<file path="src/sv/gamepad_input_change_events_defines.svh">
// assertion macros for the gamepad change event block
`ifndef GAMEPAD_INPUT_CHANGE_EVENTS_DEFINES_SVH
`define GAMEPAD_INPUT_CHANGE_EVENTS_DEFINES_SVH

`ifndef SYNTH
`define GICE_ASSERT(lbl, prop) \
  lbl: assert property (@(posedge clk_i) disable iff (!rst_ni) (prop)) \
    else $error("gice assertion failed");
`define GICE_ASSERT_NEVER(lbl, cond) \
  lbl: assert property (@(posedge clk_i) disable iff (!rst_ni) !(cond)) \
    else $error("gice forbidden condition seen");
`else
`define GICE_ASSERT(lbl, prop)
`define GICE_ASSERT_NEVER(lbl, cond)
`endif

`endif

</file>
<file path="src/sv/gice_pkg.sv">
package gice_pkg;

  localparam int DEF_NUM_PADS         = 4;
  localparam int DEF_CHANNELS_PER_PAD = 16;

  localparam int TYPE_W = 2;
  localparam int PAD_W  = 2;
  localparam int CHAN_W = 4;
  localparam int AXIS_W = 16;
  localparam int HAT_W  = 4;
  localparam int KIND_W = 3;
  localparam int DIR_W  = 2;
  localparam int THR_W  = 15;

  localparam logic [THR_W-1:0] THR_RESET = 15'h1fff;

  localparam logic [TYPE_W-1:0] REQ_AXIS   = 2'd0;
  localparam logic [TYPE_W-1:0] REQ_BUTTON = 2'd1;
  localparam logic [TYPE_W-1:0] REQ_HAT    = 2'd2;
  localparam logic [TYPE_W-1:0] REQ_CLEAR  = 2'd3;

  localparam logic [DIR_W-1:0] DIR_NEUTRAL = 2'd0;
  localparam logic [DIR_W-1:0] DIR_PLUS    = 2'd1;
  localparam logic [DIR_W-1:0] DIR_MINUS   = 2'd2;

  localparam logic [KIND_W-1:0] KIND_BUTTON     = 3'd0;
  localparam logic [KIND_W-1:0] KIND_AXIS_PLUS  = 3'd1;
  localparam logic [KIND_W-1:0] KIND_AXIS_MINUS = 3'd2;
  localparam logic [KIND_W-1:0] KIND_HAT_N      = 3'd3;

  localparam int EV_SLOTS = 4;
  localparam int SEL_W    = $clog2(EV_SLOTS);

  typedef struct packed {
    logic [HAT_W-1:0] hat;
    logic             button;
    logic [DIR_W-1:0] axis;
  } entry_t;

  localparam int ENTRY_W = $bits(entry_t);

  // events of one input, slot order is emit order
  typedef struct packed {
    logic [PAD_W-1:0]                  pad;
    logic [CHAN_W-1:0]                 chan;
    logic [EV_SLOTS-1:0]               valid;
    logic [EV_SLOTS-1:0]               pressed;
    logic [EV_SLOTS-1:0][KIND_W-1:0]   kind;
  } run_t;

endpackage

</file>
<file path="src/sv/gice_in_if.sv">
interface gice_in_if;
  import gice_pkg::*;

  logic                     valid;
  logic                     ready;
  logic [TYPE_W-1:0]        req_type;
  logic [PAD_W-1:0]         pad_id;
  logic [CHAN_W-1:0]        channel_index;
  logic signed [AXIS_W-1:0] axis_value;
  logic                     button_pressed;
  logic [HAT_W-1:0]         hat_bits;

  modport source (
    output valid, req_type, pad_id, channel_index, axis_value, button_pressed, hat_bits,
    input  ready
  );
  modport sink (
    input  valid, req_type, pad_id, channel_index, axis_value, button_pressed, hat_bits,
    output ready
  );
endinterface

</file>
<file path="src/sv/gice_out_if.sv">
interface gice_out_if;
  import gice_pkg::*;

  logic              valid;
  logic              ready;
  logic [PAD_W-1:0]  out_pad;
  logic [CHAN_W-1:0] out_channel;
  logic [KIND_W-1:0] control_kind;
  logic              is_pressed;
  logic              last_of_run;

  modport source (
    output valid, out_pad, out_channel, control_kind, is_pressed, last_of_run,
    input  ready
  );
  modport sink (
    input  valid, out_pad, out_channel, control_kind, is_pressed, last_of_run,
    output ready
  );
endinterface

</file>
<file path="src/sv/gice_ram.sv">
module gice_ram #(
  parameter int WIDTH = 8,
  parameter int DEPTH = 64,
  parameter int AW    = (DEPTH > 1) ? $clog2(DEPTH) : 1
) (
  input  logic             clk_i,
  input  logic             we_i,
  input  logic [AW-1:0]    waddr_i,
  input  logic [WIDTH-1:0] wdata_i,
  input  logic             re_i,
  input  logic [AW-1:0]    raddr_i,
  output logic [WIDTH-1:0] rdata_o
);

  logic [WIDTH-1:0] mem_q [DEPTH];
  logic [WIDTH-1:0] rdata_q;

  always_ff @(posedge clk_i) begin
    if (we_i) begin
      mem_q[waddr_i] <= wdata_i;
    end
    if (re_i) begin
      rdata_q <= mem_q[raddr_i];
    end
  end

  assign rdata_o = rdata_q;

endmodule

</file>
<file path="src/sv/gice_emit.sv">
module gice_emit (
  input  logic              clk_i,
  input  logic              rst_ni,
  input  logic              load_i,
  input  gice_pkg::run_t    run_i,
  output logic              free_o,
  gice_out_if.source        out_o
);
  import gice_pkg::*;

  run_t                run_q, run_d;
  logic [EV_SLOTS-1:0] pend_q, pend_d;
  logic [EV_SLOTS-1:0] low;
  logic [SEL_W-1:0]    sel;
  logic                single;
  logic                xfer;

  always_comb begin
    sel = '0;
    for (int i = EV_SLOTS - 1; i >= 0; i--) begin
      if (pend_q[i]) begin
        sel = SEL_W'(i);
      end
    end
  end

  assign low    = pend_q & (~pend_q + EV_SLOTS'(1));
  assign single = (pend_q & (pend_q - EV_SLOTS'(1))) == '0;
  assign xfer   = out_o.valid && out_o.ready;
  assign free_o = (pend_q == '0) || (xfer && single);

  always_comb begin
    pend_d = pend_q;
    run_d  = run_q;
    if (xfer) begin
      pend_d = pend_q & ~low;
    end
    if (load_i) begin
      pend_d = run_i.valid;
      run_d  = run_i;
    end
  end

  always_ff @(posedge clk_i or negedge rst_ni) begin
    if (!rst_ni) begin
      pend_q <= '0;
    end else begin
      pend_q <= pend_d;
    end
  end

  always_ff @(posedge clk_i) begin
    run_q <= run_d;
  end

  assign out_o.valid        = pend_q != '0;
  assign out_o.out_pad      = run_q.pad;
  assign out_o.out_channel  = run_q.chan;
  assign out_o.control_kind = run_q.kind[sel];
  assign out_o.is_pressed   = run_q.pressed[sel];
  assign out_o.last_of_run  = single;

endmodule

</file>
<file path="src/sv/gamepad_input_change_events.sv">
// channel   dir  handshake      payload
// in_i      in   valid/ready    req_type pad_id channel_index axis_value button_pressed hat_bits
// out_o     out  valid/ready    out_pad out_channel control_kind is_pressed last_of_run
// cfg       in   cfg_we_i       cfg_wdata_i (axis threshold)
//
// an input passes a state read stage and then a modify and write-back stage; a new
// input is taken every cycle while its predecessor has at most one event to send and
// the output takes it; events leave the emitter one per cycle while the output is ready,
// so an input with several events holds the next one until its last event goes out
// after reset a clearing pass writes NUM_PADS * CHANNELS_PER_PAD entries, one per cycle,
// and a pad clear sweeps CHANNELS_PER_PAD entries; no input is taken meanwhile
// an output stall only holds the pipeline once the emitter has events still pending
`include "gamepad_input_change_events_defines.svh"

module gamepad_input_change_events #(
  parameter int NUM_PADS         = gice_pkg::DEF_NUM_PADS,
  parameter int CHANNELS_PER_PAD = gice_pkg::DEF_CHANNELS_PER_PAD
) (
  input  logic                       clk_i,
  input  logic                       rst_ni,
  input  logic                       cfg_we_i,
  input  logic [gice_pkg::THR_W-1:0] cfg_wdata_i,
  gice_in_if.sink                    in_i,
  gice_out_if.source                 out_o
);
  import gice_pkg::*;

  localparam int DEPTH = NUM_PADS * CHANNELS_PER_PAD;
  localparam int AW    = (DEPTH > 1) ? $clog2(DEPTH) : 1;

  localparam logic ST_RUN   = 1'b0;
  localparam logic ST_SWEEP = 1'b1;

  function automatic logic [KIND_W-1:0] dir_kind(input logic [DIR_W-1:0] dir);
    logic [KIND_W-1:0] k;
    unique case (dir)
      DIR_PLUS:  k = KIND_AXIS_PLUS;
      DIR_MINUS: k = KIND_AXIS_MINUS;
      default:   k = KIND_BUTTON;
    endcase
    return k;
  endfunction

  logic [THR_W-1:0] thr_q;

  logic              in_xfer;
  logic              pad_ok, chan_ok, in_keep;
  logic [AW-1:0]     in_addr;
  logic [DIR_W-1:0]  in_dir;
  logic signed [AXIS_W:0] v_ext, t_ext;

  logic              s1_valid_q, s1_valid_d;
  logic [TYPE_W-1:0] s1_type_q;
  logic [PAD_W-1:0]  s1_pad_q;
  logic [CHAN_W-1:0] s1_chan_q;
  logic [AW-1:0]     s1_addr_q;
  logic [DIR_W-1:0]  s1_dir_q;
  logic              s1_btn_q;
  logic [HAT_W-1:0]  s1_hat_q;

  logic [ENTRY_W-1:0] rd_data;
  entry_t             cur, nxt;
  run_t               run;
  logic               emit_free;
  logic               s1_adv, s1_we, clear_start;

  logic               fwd_valid_q;
  logic [AW-1:0]      fwd_addr_q;
  entry_t             fwd_data_q;

  logic               state_q, state_d;
  logic [AW-1:0]      swp_addr_q, swp_addr_d;
  logic [AW-1:0]      swp_last_q, swp_last_d;
  logic               swp_we;

  logic               mem_we;
  logic [AW-1:0]      mem_waddr;
  logic [ENTRY_W-1:0] mem_wdata;

  // threshold register
  always_ff @(posedge clk_i or negedge rst_ni) begin
    if (!rst_ni) begin
      thr_q <= THR_RESET;
    end else if (cfg_we_i) begin
      thr_q <= cfg_wdata_i;
    end
  end

  // request decode and axis quantizer
  assign pad_ok  = 32'(in_i.pad_id) < NUM_PADS;
  assign chan_ok = 32'(in_i.channel_index) < CHANNELS_PER_PAD;
  assign in_keep = pad_ok && ((in_i.req_type == REQ_CLEAR) || chan_ok);
  assign in_addr = AW'(32'(in_i.pad_id) * CHANNELS_PER_PAD + 32'(in_i.channel_index));

  assign v_ext = {in_i.axis_value[AXIS_W-1], in_i.axis_value};
  assign t_ext = {2'b00, thr_q};

  always_comb begin
    if (v_ext > t_ext) begin
      in_dir = DIR_PLUS;
    end else if (v_ext < -t_ext) begin
      in_dir = DIR_MINUS;
    end else begin
      in_dir = DIR_NEUTRAL;
    end
  end

  assign in_i.ready = (state_q == ST_RUN) &&
                      (!s1_valid_q || (s1_adv && (s1_type_q != REQ_CLEAR)));
  assign in_xfer    = in_i.valid && in_i.ready;

  // read stage register
  always_comb begin
    s1_valid_d = s1_valid_q;
    if (in_xfer) begin
      s1_valid_d = in_keep;
    end else if (s1_adv) begin
      s1_valid_d = 1'b0;
    end
  end

  always_ff @(posedge clk_i or negedge rst_ni) begin
    if (!rst_ni) begin
      s1_valid_q <= 1'b0;
    end else begin
      s1_valid_q <= s1_valid_d;
    end
  end

  always_ff @(posedge clk_i) begin
    if (in_xfer) begin
      s1_type_q <= in_i.req_type;
      s1_pad_q  <= in_i.pad_id;
      s1_chan_q <= in_i.channel_index;
      s1_addr_q <= in_addr;
      s1_dir_q  <= in_dir;
      s1_btn_q  <= in_i.button_pressed;
      s1_hat_q  <= in_i.hat_bits;
    end
  end

  // modify stage
  assign cur = (fwd_valid_q && (fwd_addr_q == s1_addr_q)) ? fwd_data_q : entry_t'(rd_data);

  always_comb begin
    nxt         = cur;
    run.pad     = s1_pad_q;
    run.chan    = s1_chan_q;
    run.valid   = '0;
    run.pressed = '0;
    run.kind    = '0;
    unique case (s1_type_q)
      REQ_AXIS: begin
        nxt.axis = s1_dir_q;
        if (s1_dir_q != cur.axis) begin
          run.valid[0]   = cur.axis != DIR_NEUTRAL;
          run.kind[0]    = dir_kind(cur.axis);
          run.valid[1]   = s1_dir_q != DIR_NEUTRAL;
          run.kind[1]    = dir_kind(s1_dir_q);
          run.pressed[1] = 1'b1;
        end
      end
      REQ_BUTTON: begin
        nxt.button     = s1_btn_q;
        run.valid[0]   = s1_btn_q != cur.button;
        run.kind[0]    = KIND_BUTTON;
        run.pressed[0] = s1_btn_q;
      end
      REQ_HAT: begin
        nxt.hat = s1_hat_q;
        for (int i = 0; i < EV_SLOTS; i++) begin
          run.valid[i]   = s1_hat_q[i] ^ cur.hat[i];
          run.kind[i]    = KIND_HAT_N + KIND_W'(i);
          run.pressed[i] = s1_hat_q[i];
        end
      end
      REQ_CLEAR: begin
        nxt = cur;
      end
      default: begin
        nxt = cur;
      end
    endcase
  end

  assign s1_adv      = s1_valid_q && ((s1_type_q == REQ_CLEAR) || emit_free);
  assign s1_we       = s1_adv && (s1_type_q != REQ_CLEAR);
  assign clear_start = s1_adv && (s1_type_q == REQ_CLEAR);

  // last write, for a read that raced it
  always_ff @(posedge clk_i or negedge rst_ni) begin
    if (!rst_ni) begin
      fwd_valid_q <= 1'b0;
    end else if (swp_we) begin
      fwd_valid_q <= 1'b0;
    end else if (s1_we) begin
      fwd_valid_q <= 1'b1;
    end
  end

  always_ff @(posedge clk_i) begin
    if (s1_we) begin
      fwd_addr_q <= s1_addr_q;
      fwd_data_q <= nxt;
    end
  end

  // clearing sweep
  assign swp_we = state_q == ST_SWEEP;

  always_comb begin
    state_d    = state_q;
    swp_addr_d = swp_addr_q;
    swp_last_d = swp_last_q;
    unique case (state_q)
      ST_RUN: begin
        if (clear_start) begin
          state_d    = ST_SWEEP;
          swp_addr_d = AW'(32'(s1_pad_q) * CHANNELS_PER_PAD);
          swp_last_d = AW'(32'(s1_pad_q) * CHANNELS_PER_PAD + CHANNELS_PER_PAD - 1);
        end
      end
      ST_SWEEP: begin
        if (swp_addr_q == swp_last_q) begin
          state_d = ST_RUN;
        end else begin
          swp_addr_d = swp_addr_q + AW'(1);
        end
      end
      default: begin
        state_d = ST_RUN;
      end
    endcase
  end

  always_ff @(posedge clk_i or negedge rst_ni) begin
    if (!rst_ni) begin
      state_q    <= ST_SWEEP;
      swp_addr_q <= '0;
      swp_last_q <= AW'(DEPTH - 1);
    end else begin
      state_q    <= state_d;
      swp_addr_q <= swp_addr_d;
      swp_last_q <= swp_last_d;
    end
  end

  // state memory
  assign mem_we    = swp_we || s1_we;
  assign mem_waddr = swp_we ? swp_addr_q : s1_addr_q;
  assign mem_wdata = swp_we ? '0 : ENTRY_W'(nxt);

  gice_ram #(
    .WIDTH (ENTRY_W),
    .DEPTH (DEPTH),
    .AW    (AW)
  ) u_state_ram (
    .clk_i   (clk_i),
    .we_i    (mem_we),
    .waddr_i (mem_waddr),
    .wdata_i (mem_wdata),
    .re_i    (in_xfer),
    .raddr_i (in_addr),
    .rdata_o (rd_data)
  );

  gice_emit u_emit (
    .clk_i  (clk_i),
    .rst_ni (rst_ni),
    .load_i (s1_we),
    .run_i  (run),
    .free_o (emit_free),
    .out_o  (out_o)
  );

  `GICE_ASSERT(a_sweep_pipe_empty, state_q == ST_SWEEP |-> !s1_valid_q)
  `GICE_ASSERT_NEVER(a_single_writer, swp_we && s1_we)
  `GICE_ASSERT(a_no_take_in_sweep, in_xfer |-> state_q == ST_RUN)
  `GICE_ASSERT(a_fwd_track, s1_we |=> fwd_valid_q && fwd_addr_q == $past(s1_addr_q))

endmodule

</file>
<file path="src/flat_wrapper.sv">
// flat-port wrapper written by rule: the top's interface ports become plain ports
module gamepad_input_change_events_flat import gice_pkg::*;
#(
  parameter int NUM_PADS         = gice_pkg::DEF_NUM_PADS,
  parameter int CHANNELS_PER_PAD = gice_pkg::DEF_CHANNELS_PER_PAD
)
  (clk_i, rst_ni, cfg_we_i, cfg_wdata_i, in_i_valid, in_i_req_type, in_i_pad_id, in_i_channel_index, in_i_axis_value, in_i_button_pressed, in_i_hat_bits, in_i_ready, out_o_valid, out_o_out_pad, out_o_out_channel, out_o_control_kind, out_o_is_pressed, out_o_last_of_run, out_o_ready);
  gice_in_if in_i_i ();
  gice_out_if out_o_i ();
  input  logic clk_i;
  input  logic rst_ni;
  input  logic cfg_we_i;
  input  logic [gice_pkg::THR_W-1:0] cfg_wdata_i;
  input wire logic [$bits(in_i_i.valid)-1:0] in_i_valid;
  input wire logic [$bits(in_i_i.req_type)-1:0] in_i_req_type;
  input wire logic [$bits(in_i_i.pad_id)-1:0] in_i_pad_id;
  input wire logic [$bits(in_i_i.channel_index)-1:0] in_i_channel_index;
  input wire logic [$bits(in_i_i.axis_value)-1:0] in_i_axis_value;
  input wire logic [$bits(in_i_i.button_pressed)-1:0] in_i_button_pressed;
  input wire logic [$bits(in_i_i.hat_bits)-1:0] in_i_hat_bits;
  output wire logic [$bits(in_i_i.ready)-1:0] in_i_ready;
  output wire logic [$bits(out_o_i.valid)-1:0] out_o_valid;
  output wire logic [$bits(out_o_i.out_pad)-1:0] out_o_out_pad;
  output wire logic [$bits(out_o_i.out_channel)-1:0] out_o_out_channel;
  output wire logic [$bits(out_o_i.control_kind)-1:0] out_o_control_kind;
  output wire logic [$bits(out_o_i.is_pressed)-1:0] out_o_is_pressed;
  output wire logic [$bits(out_o_i.last_of_run)-1:0] out_o_last_of_run;
  input wire logic [$bits(out_o_i.ready)-1:0] out_o_ready;
  assign in_i_i.valid = in_i_valid;
  assign in_i_i.req_type = in_i_req_type;
  assign in_i_i.pad_id = in_i_pad_id;
  assign in_i_i.channel_index = in_i_channel_index;
  assign in_i_i.axis_value = in_i_axis_value;
  assign in_i_i.button_pressed = in_i_button_pressed;
  assign in_i_i.hat_bits = in_i_hat_bits;
  assign in_i_ready = in_i_i.ready;
  assign out_o_valid = out_o_i.valid;
  assign out_o_out_pad = out_o_i.out_pad;
  assign out_o_out_channel = out_o_i.out_channel;
  assign out_o_control_kind = out_o_i.control_kind;
  assign out_o_is_pressed = out_o_i.is_pressed;
  assign out_o_last_of_run = out_o_i.last_of_run;
  assign out_o_i.ready = out_o_ready;
  gamepad_input_change_events #(.NUM_PADS(NUM_PADS), .CHANNELS_PER_PAD(CHANNELS_PER_PAD)) u_core (.clk_i(clk_i), .rst_ni(rst_ni), .cfg_we_i(cfg_we_i), .cfg_wdata_i(cfg_wdata_i), .in_i(in_i_i), .out_o(out_o_i));
endmodule
</file>
<file path="config.mk">
export PLATFORM = sky130hd
export DESIGN_NAME = gamepad_input_change_events_flat
export DESIGN_NICKNAME = d
export VERILOG_FILES = /design/src/sv/gice_pkg.sv /design/src/sv/gice_in_if.sv /design/src/sv/gice_out_if.sv /design/src/sv/gice_ram.sv /design/src/sv/gice_emit.sv /design/src/sv/gamepad_input_change_events.sv /design/src/flat_wrapper.sv
export VERILOG_INCLUDE_DIRS = /design/src /design/src/sv
export SDC_FILE = /design/constraint.sdc
export NUM_CORES = 1
export LEC_CHECK = 0
export ABC_AREA = 1
export BUFFER_PORTS_ARGS = -buffer_cell sky130_fd_sc_hd__buf_2
export CORE_ASPECT_RATIO = 0.8
export CORE_MARGIN = 3
export CORE_UTILIZATION = 25
export DETAILED_ROUTE_END_ITERATION = 8
export PLACE_DENSITY = 0.36
export SLEW_MARGIN = 40
export SYNTH_ARGS = -nofsm -noshare
export SYNTH_HDL_FRONTEND = slang
export SYNTH_SLANG_ARGS = --single-unit
</file>
<file path="constraint.sdc">
create_clock -name clk_i -period 4.4 [get_ports clk_i]
set_clock_uncertainty 0.05 [all_clocks]
set_input_delay 0.88 -clock clk_i [delete_from_list [all_inputs] [get_ports clk_i]]
set_output_delay 0.88 -clock clk_i [all_outputs]
set_load 0.01 [all_outputs]
</file>
### Word-level counts from Yosys, hierarchy flattened

Memory sizes are Yosys's and may differ from the RTL's. A register that Yosys moved wholly into a read port is not among the register bits.
Cells that the tools add are included.

* $add $sub $neg: 7
* magnitude comparators: 3
* eq/ne operators: 14
* muxes and demuxes: 42
* bitwise logic cells: 10
* reductions and logical operators: 24

Operator list (count)
* 2-to-1 mux 6 bit: 4
* less-than comparator 16 x 17 -> 1 bit: 1
* negation 15 -> 17 bit: 1
* greater-than comparator 16 bit: 1
* 2-to-1 mux 2 bit: 8
* 2-to-1 mux 7 bit: 2
* AND 4 bit: 3
* == test 6 bit: 2
* 2-to-1 mux 4 bit: 3
* one-hot mux 3 bit (2 select lines): 2
* one-hot mux 6 bit (2 select lines): 1
* 2-to-1 mux 1 bit: 11
* nonzero test 2 bit: 5
* == test 2 bit (second input constant): 4
* logical AND 1 bit: 8
* logical NOT 4 bit: 2
* inverter 4 bit: 2
* one-hot mux 1 bit (2 select lines): 4
* one-hot mux 2 bit (2 select lines): 2
* adder 6 x 1 -> 6 bit (second input constant): 1
* adder 6 x 4 -> 6 bit: 1
* adder 6 x 5 -> 6 bit (second input constant): 1
* binary-select mux 3 bit (select 2 bit): 1
* == test 2 x 1 -> 1 bit (second input constant): 3
* other kinds (19): 27

* bits in registers: 90
* memory bits (writable): 448
* logic and storage cells: 127
* memories kept: 1

Memory list
* u_core.u_state_ram.mem_q: words 64, bits a word 7, read ports 1, clocked after Yosys merged registers in 1, write ports 1, RTL line gice_ram.sv:15 `logic [WIDTH-1:0] mem_q [DEPTH];`

### Logic depth before layout (Yosys ltp)

* depth in word-level cells: 12
* depth in mapped cells: 20
* mapped depth without buffers: 20

### Hierarchy

From an unflattened synthesis, not the netlist that was laid out.

* cells, all modules: 2159
* area total of the unflattened synthesis: 23503.8 um^2

By module, submodules not included
* gice_ram: instances 1, cells each 1590, area an instance 18615.4 um^2
* gamepad_input_change_events: instances 1, cells each 455, area an instance 3689.8 um^2
* gice_emit: instances 1, cells each 114, area an instance 1198.6 um^2

### Worst setup path before layout

Ideal clock, no wire load.

* path kind: reg2reg
* from: register u_core.s1_addr_q[0]
* to: memory u_core.u_state_ram.mem_q[0][2] (netlist name) (data pin)
* arrival time: 3.066 ns
* slack: 0.737 ns
* cell stages (with the launch flop): 12
* path buffers: 0
* cells stage by stage: edfxtp_1 inv_1 nand2_1 nand2_1 inv_1 nand2_1 nor2_1 nand2_1 or2_1 o21ai_0 or2_2 a21oi_1

* cells in the longest elaborated chain, start to end: 5

Ends and longest elaborated chain
* start, declared: RTL line gamepad_input_change_events.sv:56 `logic [AW-1:0] s1_addr_q;`
* start signal, assigned: RTL line gamepad_input_change_events.sv:135 `s1_addr_q <= in_addr;`
* == test 6 bit: RTL line gamepad_input_change_events.sv:143 `assign cur = (fwd_valid_q && (fwd_addr_q == s1_addr_q)) ? fwd_data_q : entry_t'(rd_data);`
* logical AND 1 bit: RTL line gamepad_input_change_events.sv:143
* 2-to-1 mux 7 bit: RTL line gamepad_input_change_events.sv:143
* 2-to-1 mux 1 bit: RTL line gamepad_input_change_events.sv:152 `unique case (s1_type_q)`
* 2-to-1 mux 7 bit: RTL line gamepad_input_change_events.sv:251 `assign mem_wdata = swp_we ? '0 : ENTRY_W'(nxt);`
* via u_core.mem_wdata[2]: RTL line gamepad_input_change_events.sv:78 `logic [ENTRY_W-1:0] mem_wdata;`
* end, declared: RTL line gice_ram.sv:15

The timed path passes the listed nets, and every way through them passes these cells.

### Worst setup path in the final report

* from: register u_core.state_q
* to: memory u_core.u_state_ram.mem_q[3][4] (netlist name) (enable)

* cells in the longest elaborated chain, start to end: 3

Ends and longest elaborated chain
* start, declared: RTL line gamepad_input_change_events.sv:71 `logic state_q, state_d;`
* start signal, assigned: RTL line gamepad_input_change_events.sv:242 `state_q <= state_d;`
* logical OR 1 bit: RTL line gamepad_input_change_events.sv:249 `assign mem_we = swp_we || s1_we;`
* 2-to-1 mux 1 bit: RTL line gice_ram.sv:19 `if (we_i) begin`
* 2-to-1 mux 1 bit (implied by the code): RTL line gice_ram.sv:20 `mem_q[waddr_i] <= wdata_i;`

Parallel ways exist; a longest one is shown, timed or not.

==> impl_metrics.yaml <==
run_status:
  outcome: "finished, final reports clean"
clock_network:
  tritoncts: "done"
  cts.sinks: 523
  cts-resized-gates: 0
  hold_buffers: 0
  cts_made_buffers: 57
  cts_max_level: 2
  clock_latency_ps: 640
  cts_max_path_buffers: 3
  postCtsSetupBuffers: 0
  cts_root_buf: "clkbuf_16"
  cts.clk_slew.worst_paths_ps: 60
hold_path:
  hp-class: "primary input to async pin"
synth:
  syn_area_per_cell_um2: 11.66
  syn-cell-area_um2: 22580
  yosysWarnings: 0
  yosys_register_bits: 523
  ys.flop_type: "edfxtp_1"
  ys_types: 46
  synth-seq-area-share_pct: 68.98
  synth_edf_count: 493
  syn_inst: 1937
  synth_nets: 2024
  async_reset_ff_share_pct: 5.736
timing:
  relSlewSlack_pct: 39.45
  rsz0062_at_grt: "no"
  tns_ps: 0
  timing.fmax_mhz: 280.3
  setup_viol_count_final: 0
  fin_crit_sh_pct: 81.08
  holdWs_ps: 175.6
  worstMarginPinSlew_ps: 908.3
  hold_viol_final: 0
  final_max_slew_viol_count: 0
  period_minus_slack_ps: 3568
  fin_ws_ps: 832.3
die:
  design.die.area_um2: 93990
  fp.dieW_um: 342.0
  initial_core_util_pct: 25.52
  num_rows: 97
  core_area_um2: 88480
  fp.dieH_um: 274.8
  ios: 62
finish:
  antennaDiodeCount: 0
  fillers: 9055
  synthToLayoutAreaGrowth_pct: 15.77
  nNetsFinal: 2074
  final_cells: 3221
  layout-drive-gt1-share_pct: 11.95
pwr:
  p_per_area_nw_per_um2: 530.7
  peakVddDrop_uv: 327.1
  p_clk_share_pct: 32.8
  p_leak_uw: 0.008978
  p_sw_uw: 4406
  p_comb_share_pct: 20.3
  power_frac_seq_pct: 46.9
  p_int_uw: 9467
  p_sw_share_pct: 31.76
route:
  wl_per_cell_um: 21.54
  avgViaCountPerCell: 4.665
  firstDrtPassIters: 6
  drcViolationCount: 0
  first_iter_violations: 1313
  wirelength_um: 69370
  ant_nets: 0
  detailroute.via_count: 15030
global_routing:
  grt_overflow_total: 0
  grt_pass1_vias: 14970
  use_met3_pct: 2.106
  grt_pass1_wl_um: 101900
  gr-max-usage-layer: "met1"
  globalRouteMet1Util_pct: 22.18
  grt_max_degree: 100
  antenna_found_initial: 5
  use_met2_pct: 21.63
  grt_usage_pct: 14.59
placed_design:
  placed_cells: 3116
  io_buffers: 61
  dp_slack_ps: 687.9
  post-dp-hpwl_um: 43660
  place_congestion: 0.7722
setup_path:
  end_kind: "flip-flop"
  worstSetupStartpointType: "flip-flop"
  crit_required_ps: 4590
  critPathKind: "flip-flop to flip-flop"
  worstPathArrival_ps: 3760
  path_max_fanout: 22
run:
  maxCapViolations: 0
## cells in the mapped netlist (all sizes together) (5+ instances only)
cell      n  share of area [%]
nand3    40                1.1
or2       7               0.19
o21bai    6               0.20
ha       38                2.1
o221ai    9               0.35
dfrtp    14                1.6
buf      44                1.2
nand2   169                3.0
o21ai   319                7.1
nand4     5               0.14
dfstp    16                1.9
nor2    385                6.5
clkbuf   63                1.0
inv     109                1.8
nor3      8               0.22
a21oi    33               0.73
o22ai   123                3.4
edfxtp  493                 66
xor2     16               0.62
o211ai   27               0.90
## per-stage QoR
| stage | utilization [%] | power, uW | instance area (um2) |
|---|---|---|---|
| final | 29.55 | 13870 | 26140 |
| after global routing | 29.55 | 14550 | 26140 |
| after CTS | 29.52 | 14050 | 26120 |
| after detailed placement | 27.55 | 9448 | 24380 |
| after global placement | 27.55 | 9461 | 24370 |
| after floorplan | - | 8086 | 22580 |
## worst paths after layout
path                                startpoint                                  to  slack, ps  cells after the start
min                                     rst_ni                u_core.swp_addr_q[2]        180                      1
max reg2reg                     u_core.state_q      u_core.u_state_ram.mem_q[3][4]        830                      6
min in group clk_i            in_i_req_type[0]                 u_core.s1_type_q[0]        400                      1
min reg2reg                u_core.s1_addr_q[0]  u_core.u_emit.out_o.out_channel[0]        440                      0
max in group asynchronous               rst_ni                u_core.swp_last_q[5]       3780                      1
max                             u_core.state_q      u_core.u_state_ram.mem_q[3][4]        830                      6
## placed cells by master (no fill, tap or decap), types with 6 or more instances in the layout
cell | Yosys | routed
nand2_2 | 10 | 10
o211ai_1 | 27 | 27
buf_12 | 0 | 12
buf_4 | 11 | 27
nor3_1 | 6 | 6
a21oi_1 | 33 | 27
nand3_1 | 35 | 35
edfxtp_1 | 493 | 493
ha_1 | 38 | 38
xor2_1 | 16 | 16
clkinv_1 | 1 | 14
nor2_1 | 381 | 369
clkinv_2 | 0 | 12
o21ai_0 | 313 | 313
clkbuf_16 | 0 | 58
inv_1 | 105 | 104
dfstp_2 | 16 | 16
nor2_2 | 3 | 14
nand2_1 | 158 | 158
clkbuf_1 | 63 | 14
o221ai_1 | 9 | 9
dfrtp_1 | 14 | 14
buf_2 | 28 | 58
o21ai_1 | 6 | 6
o22ai_1 | 123 | 123
o21bai_1 | 6 | 6
## metal layers
metal	vias up	share of wire (%)	wire length [um]
met3	87	4.7	3245
met2	355	43	29590
met4	2	2.1	1446
li1	7068	-	-
met5	-	0.027	19
met1	7515	51	35070
## flip-flops by register name (all words and copies together) (netlist names), 2 cells and up
name / cells
u_core.u_state_ram.mem_q: 448
u_core.thr_q: 15
u_core.u_emit.run_q: 10
u_core.fwd_data_q: 7
u_core.u_state_ram.rdata_o: 7
u_core.s1_addr_q: 6
u_core.swp_addr_q: 6
u_core.s1_hat_q: 4
u_core.u_emit.pend_q: 4
u_core.u_emit.out_o.out_channel: 3
u_core.s1_dir_q: 2
u_core.s1_type_q: 2
u_core.swp_last_q: 2
u_core.u_emit.out_o.out_pad: 2
## kinds of logic (layout without fill, tap and decap cells)
kind of cell,after synthesis,after routing,share of synthesized area (%)
AND/OR/NAND/NOR,616,616,11.19
XOR/XNOR,18,18,0.6982
flip-flops,523,523,68.98
adder cells (fa/ha/maj),38,38,2.106
buffers and inverters,217,313,4.089
AO/OA/AOI/OAI,525,525,12.94
## power groups by stage
| stage | clock network (uW) | logic, uW | registers [uW] |
|---|---|---|---|
| floorplan | 0 | 1560 | 6530 |
| global placement | 0 | 2850 | 6610 |
| detailed placement | 0 | 2840 | 6600 |
| CTS | 4690 | 2850 | 6500 |
| global route | 4900 | 3110 | 6550 |
| finish | 4560 | 2810 | 6510 |
## worst max-delay path, stage by stage (launching register included)
cell     delay, ps
dfstp_2        920
inv_1          310
a21oi_1        560
inv_1          190
nor2_1         230
nand2_2        290
nor2_1         610
## cell type report
class / count / area [um2] / area share (%)
clock buffer: 75 / 1545 / 5.911
clock inverter: 30 / 193.9 / 0.7419
inverter: 110 / 417.9 / 1.599
multi-input combinational: 1197 / 6178 / 23.63
sequential: 523 / 15570 / 59.58
tap: 1188 / 1486 / 5.686
timing repair buffer: 98 / 744.5 / 2.848
Note: power is estimated with default switching activity, not from simulation.
